==> src/rtl/joystick_deadzone_to_mouse_defines.svh <==
// Assertion macros shared by the joystick-to-mouse RTL.
// Users must provide clk and rst_n in scope; no other dependencies.
`ifndef JOYSTICK_DEADZONE_TO_MOUSE_DEFINES_SVH
`define JOYSTICK_DEADZONE_TO_MOUSE_DEFINES_SVH

// Same-cycle implication, checked while out of reset.
`define JDM_ASSERT_NOW(label, cond, conseq, msg) \
    label: assert property (@(posedge clk) disable iff (!rst_n) (cond) |-> (conseq)) \
        else $error(msg);

// Next-cycle implication, checked while out of reset.
`define JDM_ASSERT_NEXT(label, cond, conseq, msg) \
    label: assert property (@(posedge clk) disable iff (!rst_n) (cond) |=> (conseq)) \
        else $error(msg);

`endif

==> src/rtl/jdm_pkg.sv <==
// Shared constants for the joystick dead-zone to mouse converter.
// No dependencies; imported by joystick_deadzone_to_mouse.
package jdm_pkg;

    localparam int FS_W     = 7;
    localparam int PERIOD_W = 8;
    localparam int MOVE_W   = 8;
    localparam int QUO_W    = 7;
    localparam int BIT_W    = 3;
    localparam int CFG_ADDR_W = 1;
    localparam int CFG_DATA_W = 8;
    localparam int OUT_W    = 24;

    localparam logic [CFG_ADDR_W-1:0] CFG_FULL_SCALE    = 1'b0;
    localparam logic [CFG_ADDR_W-1:0] CFG_REPORT_PERIOD = 1'b1;

    localparam logic [FS_W-1:0]     FULL_SCALE_RST    = 7'd20;
    localparam logic [PERIOD_W-1:0] REPORT_PERIOD_RST = 8'd100;

endpackage

==> src/rtl/joystick_deadzone_to_mouse.sv <==
// Joystick to relative-mouse converter with self-calibrating dead zone; uses jdm_pkg.
// Timing: a non-report sample is absorbed in its accept cycle; a report sample keeps the
// block busy (per axis: set-up, up to 7 divide steps on the shared subtractor and store;
// then the report state, which waits while an earlier request is still held).
// Throughput: one non-report sample per cycle while idle; no sample is taken while busy.
// Reset (rst_n, asynchronous) restores register defaults and clears calibration.
module joystick_deadzone_to_mouse #(
    parameter int SAMPLE_BITS = 12
) (
    input  logic                                 clk,
    input  logic                                 rst_n,
    input  logic                                 cfg_we,
    input  logic [jdm_pkg::CFG_ADDR_W-1:0]       cfg_addr,
    input  logic [jdm_pkg::CFG_DATA_W-1:0]       cfg_wdata,
    input  logic                                 s_axis_tvalid,
    output logic                                 s_axis_tready,
    // Fields from bit 0: x_sample, y_sample, button_level, zero padding.
    input  logic [((2*SAMPLE_BITS+8)/8)*8-1:0]   s_axis_tdata,
    output logic                                 m_axis_tvalid,
    input  logic                                 m_axis_tready,
    // Fields from bit 0: move_x, move_y, left_pressed, zero padding.
    output logic [jdm_pkg::OUT_W-1:0]            m_axis_tdata
);
    import jdm_pkg::*;
    `include "joystick_deadzone_to_mouse_defines.svh"

    localparam int NUM_W = SAMPLE_BITS + FS_W;
    localparam logic [SAMPLE_BITS-1:0] FULL_CODE = '1;

    typedef enum logic [2:0] {
        ST_IDLE,
        ST_SETUP,
        ST_DIV,
        ST_STORE,
        ST_REPORT
    } state_t;

    state_t                   state_reg, state_next;
    logic                     axis_reg, axis_next;
    logic [BIT_W-1:0]         bit_reg, bit_next;
    logic [SAMPLE_BITS-1:0]   samp_reg [2];
    logic [SAMPLE_BITS-1:0]   samp_next [2];
    logic                     btn_reg, btn_next;
    logic [NUM_W-1:0]         num_reg, num_next;
    logic [SAMPLE_BITS-1:0]   den_reg, den_next;
    logic                     neg_reg, neg_next;
    logic [QUO_W-1:0]         quo_reg, quo_next;
    logic [MOVE_W-1:0]        move_reg [2];
    logic [MOVE_W-1:0]        move_next [2];
    logic [PERIOD_W-1:0]      count_reg, count_next;
    logic                     calibrated_reg, calibrated_next;
    logic [SAMPLE_BITS-1:0]   low_reg [2];
    logic [SAMPLE_BITS-1:0]   low_next [2];
    logic [SAMPLE_BITS-1:0]   high_reg [2];
    logic [SAMPLE_BITS-1:0]   high_next [2];
    logic [MOVE_W-1:0]        last_reg [2];
    logic [MOVE_W-1:0]        last_next [2];
    logic                     last_btn_reg, last_btn_next;
    logic [FS_W-1:0]          full_scale_reg, full_scale_next;
    logic [PERIOD_W-1:0]      period_reg, period_next;
    logic                     out_valid_reg, out_valid_next;
    logic [OUT_W-1:0]         out_data_reg, out_data_next;

    logic [SAMPLE_BITS-1:0]   in_x;
    logic [SAMPLE_BITS-1:0]   in_y;
    logic                     in_btn;
    logic                     accept;
    logic                     due;
    logic [SAMPLE_BITS-1:0]   cur_v;
    logic [SAMPLE_BITS-1:0]   cur_lo;
    logic [SAMPLE_BITS-1:0]   cur_hi;
    logic                     below;
    logic                     in_zone;
    logic [SAMPLE_BITS-1:0]   delta;
    logic [SAMPLE_BITS-1:0]   span;
    logic [NUM_W-1:0]         den_shift;
    logic [NUM_W:0]           trial;
    logic                     emit;

    assign in_x   = s_axis_tdata[SAMPLE_BITS-1:0];
    assign in_y   = s_axis_tdata[2*SAMPLE_BITS-1:SAMPLE_BITS];
    assign in_btn = s_axis_tdata[2*SAMPLE_BITS];

    assign s_axis_tready = (state_reg == ST_IDLE);
    assign accept        = s_axis_tvalid && s_axis_tready;
    assign due           = (count_reg >= period_reg);
    assign m_axis_tvalid = out_valid_reg;
    assign m_axis_tdata  = out_data_reg;

    assign cur_v   = samp_reg[axis_reg];
    assign cur_lo  = low_reg[axis_reg];
    assign cur_hi  = high_reg[axis_reg];
    assign below   = (cur_v < cur_lo);
    assign in_zone = !below && (cur_v <= cur_hi);
    assign delta   = below ? (cur_lo - cur_v) : (cur_v - cur_hi);
    assign span    = below ? cur_lo : (FULL_CODE - cur_hi);

    // The single shared subtractor serving every restoring divide step.
    assign den_shift = NUM_W'(den_reg) << bit_reg;
    assign trial     = {1'b0, num_reg} - {1'b0, den_shift};

    assign emit = (move_reg[0] != '0) || (move_reg[1] != '0) ||
                  (last_reg[0] != '0) || (last_reg[1] != '0) ||
                  (btn_reg != last_btn_reg) || btn_reg;

    always_comb
    begin
        state_next      = state_reg;
        axis_next       = axis_reg;
        bit_next        = bit_reg;
        samp_next       = samp_reg;
        btn_next        = btn_reg;
        num_next        = num_reg;
        den_next        = den_reg;
        neg_next        = neg_reg;
        quo_next        = quo_reg;
        move_next       = move_reg;
        count_next      = count_reg;
        calibrated_next = calibrated_reg;
        low_next        = low_reg;
        high_next       = high_reg;
        last_next       = last_reg;
        last_btn_next   = last_btn_reg;
        full_scale_next = full_scale_reg;
        period_next     = period_reg;
        out_valid_next  = out_valid_reg && !m_axis_tready;
        out_data_next   = out_data_reg;

        if (cfg_we)
        begin
            case (cfg_addr)
                CFG_FULL_SCALE:    full_scale_next = cfg_wdata[FS_W-1:0];
                CFG_REPORT_PERIOD: period_next     = cfg_wdata[PERIOD_W-1:0];
                default:           ;
            endcase
        end

        case (state_reg)
            ST_IDLE:
            begin
                if (accept)
                begin
                    samp_next[0] = in_x;
                    samp_next[1] = in_y;
                    btn_next     = in_btn;
                    if (!due)
                    begin
                        count_next = count_reg + 1'b1;
                        if (!calibrated_reg)
                        begin
                            if (in_x > high_reg[0]) high_next[0] = in_x;
                            if (in_x < low_reg[0])  low_next[0]  = in_x;
                            if (in_y > high_reg[1]) high_next[1] = in_y;
                            if (in_y < low_reg[1])  low_next[1]  = in_y;
                        end
                    end
                    else
                    begin
                        count_next      = '0;
                        calibrated_next = 1'b1;
                        axis_next       = 1'b0;
                        state_next      = ST_SETUP;
                    end
                end
            end
            ST_SETUP:
            begin
                num_next = NUM_W'(full_scale_reg) * NUM_W'(delta);
                den_next = span;
                neg_next = below;
                quo_next = '0;
                bit_next = BIT_W'(QUO_W - 1);
                if (in_zone || (span == '0))
                    state_next = ST_STORE;
                else
                    state_next = ST_DIV;
            end
            ST_DIV:
            begin
                if (!trial[NUM_W])
                begin
                    num_next          = trial[NUM_W-1:0];
                    quo_next[bit_reg] = 1'b1;
                end
                if (bit_reg == '0)
                    state_next = ST_STORE;
                else
                    bit_next = bit_reg - 1'b1;
            end
            ST_STORE:
            begin
                move_next[axis_reg] = neg_reg ? (MOVE_W'(0) - MOVE_W'(quo_reg))
                                              : MOVE_W'(quo_reg);
                if (!axis_reg)
                begin
                    axis_next  = 1'b1;
                    state_next = ST_SETUP;
                end
                else
                    state_next = ST_REPORT;
            end
            ST_REPORT:
            begin
                if (!emit)
                    state_next = ST_IDLE;
                else if (!out_valid_reg || m_axis_tready)
                begin
                    out_valid_next = 1'b1;
                    out_data_next  = {(OUT_W - 2*MOVE_W - 1)'(0), btn_reg,
                                      move_reg[1], move_reg[0]};
                    last_next      = move_reg;
                    last_btn_next  = btn_reg;
                    state_next     = ST_IDLE;
                end
            end
            default:
                state_next = ST_IDLE;
        endcase
    end

    always_ff @(posedge clk or negedge rst_n)
    begin
        if (!rst_n)
        begin
            state_reg      <= ST_IDLE;
            axis_reg       <= 1'b0;
            bit_reg        <= '0;
            samp_reg[0]    <= '0;
            samp_reg[1]    <= '0;
            btn_reg        <= 1'b0;
            num_reg        <= '0;
            den_reg        <= '0;
            neg_reg        <= 1'b0;
            quo_reg        <= '0;
            move_reg[0]    <= '0;
            move_reg[1]    <= '0;
            count_reg      <= '0;
            calibrated_reg <= 1'b0;
            low_reg[0]     <= '1;
            low_reg[1]     <= '1;
            high_reg[0]    <= '0;
            high_reg[1]    <= '0;
            last_reg[0]    <= '0;
            last_reg[1]    <= '0;
            last_btn_reg   <= 1'b0;
            full_scale_reg <= FULL_SCALE_RST;
            period_reg     <= REPORT_PERIOD_RST;
            out_valid_reg  <= 1'b0;
            out_data_reg   <= '0;
        end
        else
        begin
            state_reg      <= state_next;
            axis_reg       <= axis_next;
            bit_reg        <= bit_next;
            samp_reg       <= samp_next;
            btn_reg        <= btn_next;
            num_reg        <= num_next;
            den_reg        <= den_next;
            neg_reg        <= neg_next;
            quo_reg        <= quo_next;
            move_reg       <= move_next;
            count_reg      <= count_next;
            calibrated_reg <= calibrated_next;
            low_reg        <= low_next;
            high_reg       <= high_next;
            last_reg       <= last_next;
            last_btn_reg   <= last_btn_next;
            full_scale_reg <= full_scale_next;
            period_reg     <= period_next;
            out_valid_reg  <= out_valid_next;
            out_data_reg   <= out_data_next;
        end
    end

    `JDM_ASSERT_NEXT(a_report_resets_count, accept && due,
        calibrated_reg && (count_reg == '0) && (state_reg == ST_SETUP),
        "report sample did not restart the counter")
    `JDM_ASSERT_NOW(a_quotient_bounded, state_reg == ST_STORE,
        quo_reg <= full_scale_reg, "displacement exceeds full scale")
    `JDM_ASSERT_NEXT(a_calibration_sticky, calibrated_reg, calibrated_reg,
        "calibration flag cleared outside reset")

endmodule

==> config.mk <==
export PLATFORM = sky130hd
export DESIGN_NAME = joystick_deadzone_to_mouse
export DESIGN_NICKNAME = d
export VERILOG_FILES = /design/src/rtl/jdm_pkg.sv /design/src/rtl/joystick_deadzone_to_mouse.sv
export VERILOG_INCLUDE_DIRS = /design/src /design/src/rtl
export SDC_FILE = /design/constraint.sdc
export NUM_CORES = 1
export LEC_CHECK = 0
export BUFFER_PORTS_ARGS = -buffer_cell sky130_fd_sc_hd__buf_2
export CORE_MARGIN = 2
export CORE_UTILIZATION = 45
export CTS_BUF_LIST = sky130_fd_sc_hd__clkbuf_16
export DETAILED_ROUTE_END_ITERATION = 16
export PLACE_DENSITY = 0.7
export SYNTH_ARGS = -nofsm -noshare
export SYNTH_HDL_FRONTEND = slang
export SYNTH_SLANG_ARGS = --single-unit
==> constraint.sdc <==
create_clock -name clk -period 8.8 [get_ports clk]
set_input_delay 2.64 -clock clk [delete_from_list [all_inputs] [get_ports clk]]
set_output_delay 2.64 -clock clk [all_outputs]
set_load 0.02 [all_outputs]
==> flow_summary.toml <==
[synth]
synth_area_um2 = 14630
synthDominantCellAreaShare_pct = 25.31
ys_warn_count = 0
yosys-top-cells-area = "dfrtp_1 (25%), ha_1 (12%), fa_1 (7.1%)"
postSynthCellCount = 1629
synth.distinct_cells = 77
synth_top_family_by_area = "adder cells"
synth_compound_area_share_pct = 14.48
synth_edf_count = 0
synth-simple-area-share_pct = 16.86
avgSynthCellArea_um2 = 8.983
yosys.area.top_type = "dfrtp_1"
yosysSeqAreaShare_pct = 30.51
synthMuxAreaShare_pct = 10.11
synth-xor-area-share_pct = 2.633
ys_seq_elements = 177
yosysMostFrequentCell = "nand2_1"
synth_fa_ha_area_share_pct = 18.91
ys_top_cells_by_count = "nand2_1 (218), inv_1 (160), dfrtp_1 (148)"
synth-async-reset-ratio_pct = 100.0
synth_flop_cell = "dfrtp_1"

[setup_path]
slowest_stage = "o21ai_0"
rr_endpoint = "num_reg[17]"
reg2reg_from = "axis_reg"
slowest_delay_ns = 0.89
crit_buf_inv = 8
cp.arrival_ns = 8.63
start_kind = "flip-flop"
endpoint_kind = "flip-flop"
worst-path-max-fanout = 26
rr_worst_depth = 29
path_class = "flip-flop to flip-flop"
crit_family = "adder cells"
critPathRequiredTime_ns = 9.12
r2r_slack_ns = 0.49

[timing]
rsz0062_at_grt = "false"
worst_pin_slew_ns = 1.136
skew_ns = 0.02194
timing.fmax_ghz = 0.1203
finalMaxSlewViolations = 0
finalHoldViolations = 0
fin_crit_sh_pct = 94.45
fin_crit_ns = 8.311
maxSlewHeadroom_pct = 23.47
tns_ns = 0
finalSetupViolations = 0

[hold_path]
hp-start = "samp_reg[21]"
hold_depth = 2
holdPathEnd = "samp_reg[21]"
hp-class = "flip-flop to flip-flop"

[clock_network]
cts_hold_buf = 0
clockBufferDepth = 2
clk_transition_reported_paths_ns = 0.07
cts_tree = "built"
cts_resized = 0
clockRootBuffer = "clkbuf_16"
clock_latency_ns = 0.46
cts.sinks = 177
cts_buffers = 17
ctsHtreeMaxLevel = 4
postCtsSetupBuffers = 0

[global_route]
antenna_found_initial = 1
grt_pass1_wl_mm = 60.62
gr-usage-all-layers_pct = 22.63
grt_pass1_vias = 11680
grt_max_degree = 112
grt_overflow = 0

[detailed_routing]
drtAntennaViolNets = 0
wl_per_cell_um = 17.57
routed_wl_mm = 37.10
vias_per_cell = 5.616
vias = 11860
drc = 0
drt_iter0_markers = 676
drt_first_pass_iters = 8

[floorplan]
coreArea_um2 = 32290
die-area_um2 = 33980
top_level_ports = 72
floorplan.rows = 66
start_util_pct = 45.32
die_w_um = 184.3
die_height_um = 184.3

[cells_and_area]
filler_cell_count = 3010
layout-drive-gt1-share_pct = 14.08
synthToLayoutAreaGrowth_pct = 8.892
nets = 1892
diodes = 0

[place]
portBuffers = 57
hpwl_mm = 28.37
gp_congestion = 0.9430

[flow_run]
cap_violations = 0

[outcome]
status = "finished, final reports clean"
-- kinds of logic after synthesis --
group	count (synthesis)
and+or+nand+nor	519
xor gates and xnor gates	44
DFF	177
buffers and inverters	238
AOI/OAI and AO/OA	330
muxes	130
adders and majority gates	190
other	1
-- layer usage --
metal | GRT usage [%] | vias up | part of all wire [%]
met5 | 0 | - | 0.035
met4 | 9.536 | 2 | 3.4
met3 | 3.478 | 72 | 4.2
met2 | 37.38 | 275 | 47
met1 | 29.58 | 5807 | 45
li1 | - | 5700 | -
-- layout make-up --
class | instances | area (µm²) | area share [%]
multi-input cells | 1220 | 9256 | 58.09
flip-flops and latches | 177 | 4467 | 28.03
inverters | 163 | 611.8 | 3.840
well taps | 442 | 553.0 | 3.470
repair buffers | 77 | 441.7 | 2.772
clock buffers | 17 | 425.4 | 2.670
clock inverters | 15 | 180.2 | 1.131
-- cell usage in the layout, fill, tap and decap left out, drive strengths merged, types with 18 or more instances in the layout --
cell type  count
mux2          79
mux2i         48
fa            52
nand2b        18
xor2          19
a21oi         81
dfrtp        148
nand2        218
dfstp         29
buf           77
and2          49
nor3          26
o21a          18
nand3         34
ha           138
o21ai         87
a21o          30
xnor2         25
a211oi        22
nand4         20
inv          166
nor2          82
a31oi         21
-- worst max-delay path by stage --
stage	start	end	slack [ns]	cells after the start
CTS	axis_reg	num_reg[17]	0.55	29
global route	axis_reg	num_reg[17]	0.05	29
detailed placement	axis_reg	num_reg[17]	0.59	29
global placement	axis_reg	num_reg[17]	0.74	29
finish	axis_reg	num_reg[17]	0.49	29
floorplan	axis_reg	num_reg[17]	1.19	27
-- metrics by stage --
stage                     setup WS (ns)  hold WS, ns  utilization, %  cells  area [µm²]
after global placement           0.7422       0.4574           47.48   2079       15330
after floorplan                   1.191       0.4450               -   1635       14660
final                            0.4888       0.4792           49.35   2111       15940
after global routing            0.05050       0.5010           49.35   2111       15940
after detailed placement         0.5918       0.4621           47.48   2079       15330
after CTS                        0.5517       0.4785           49.35   2111       15940
-- worst register-to-register path, delay by kind of cell (launching register included) --
kind / cells / cell delay (ns)
AOI/OAI and AO/OA: 10 / 2.71
and+or+nand+nor: 2 / 0.33
DFF: 1 / 0.71
buffers and inverters: 8 / 0.99
muxes: 2 / 0.61
adders and majority gates: 7 / 2.85
Power is not shown: default switching activity piles up to over one toggle a cycle in this logic, so the estimate is an artifact.
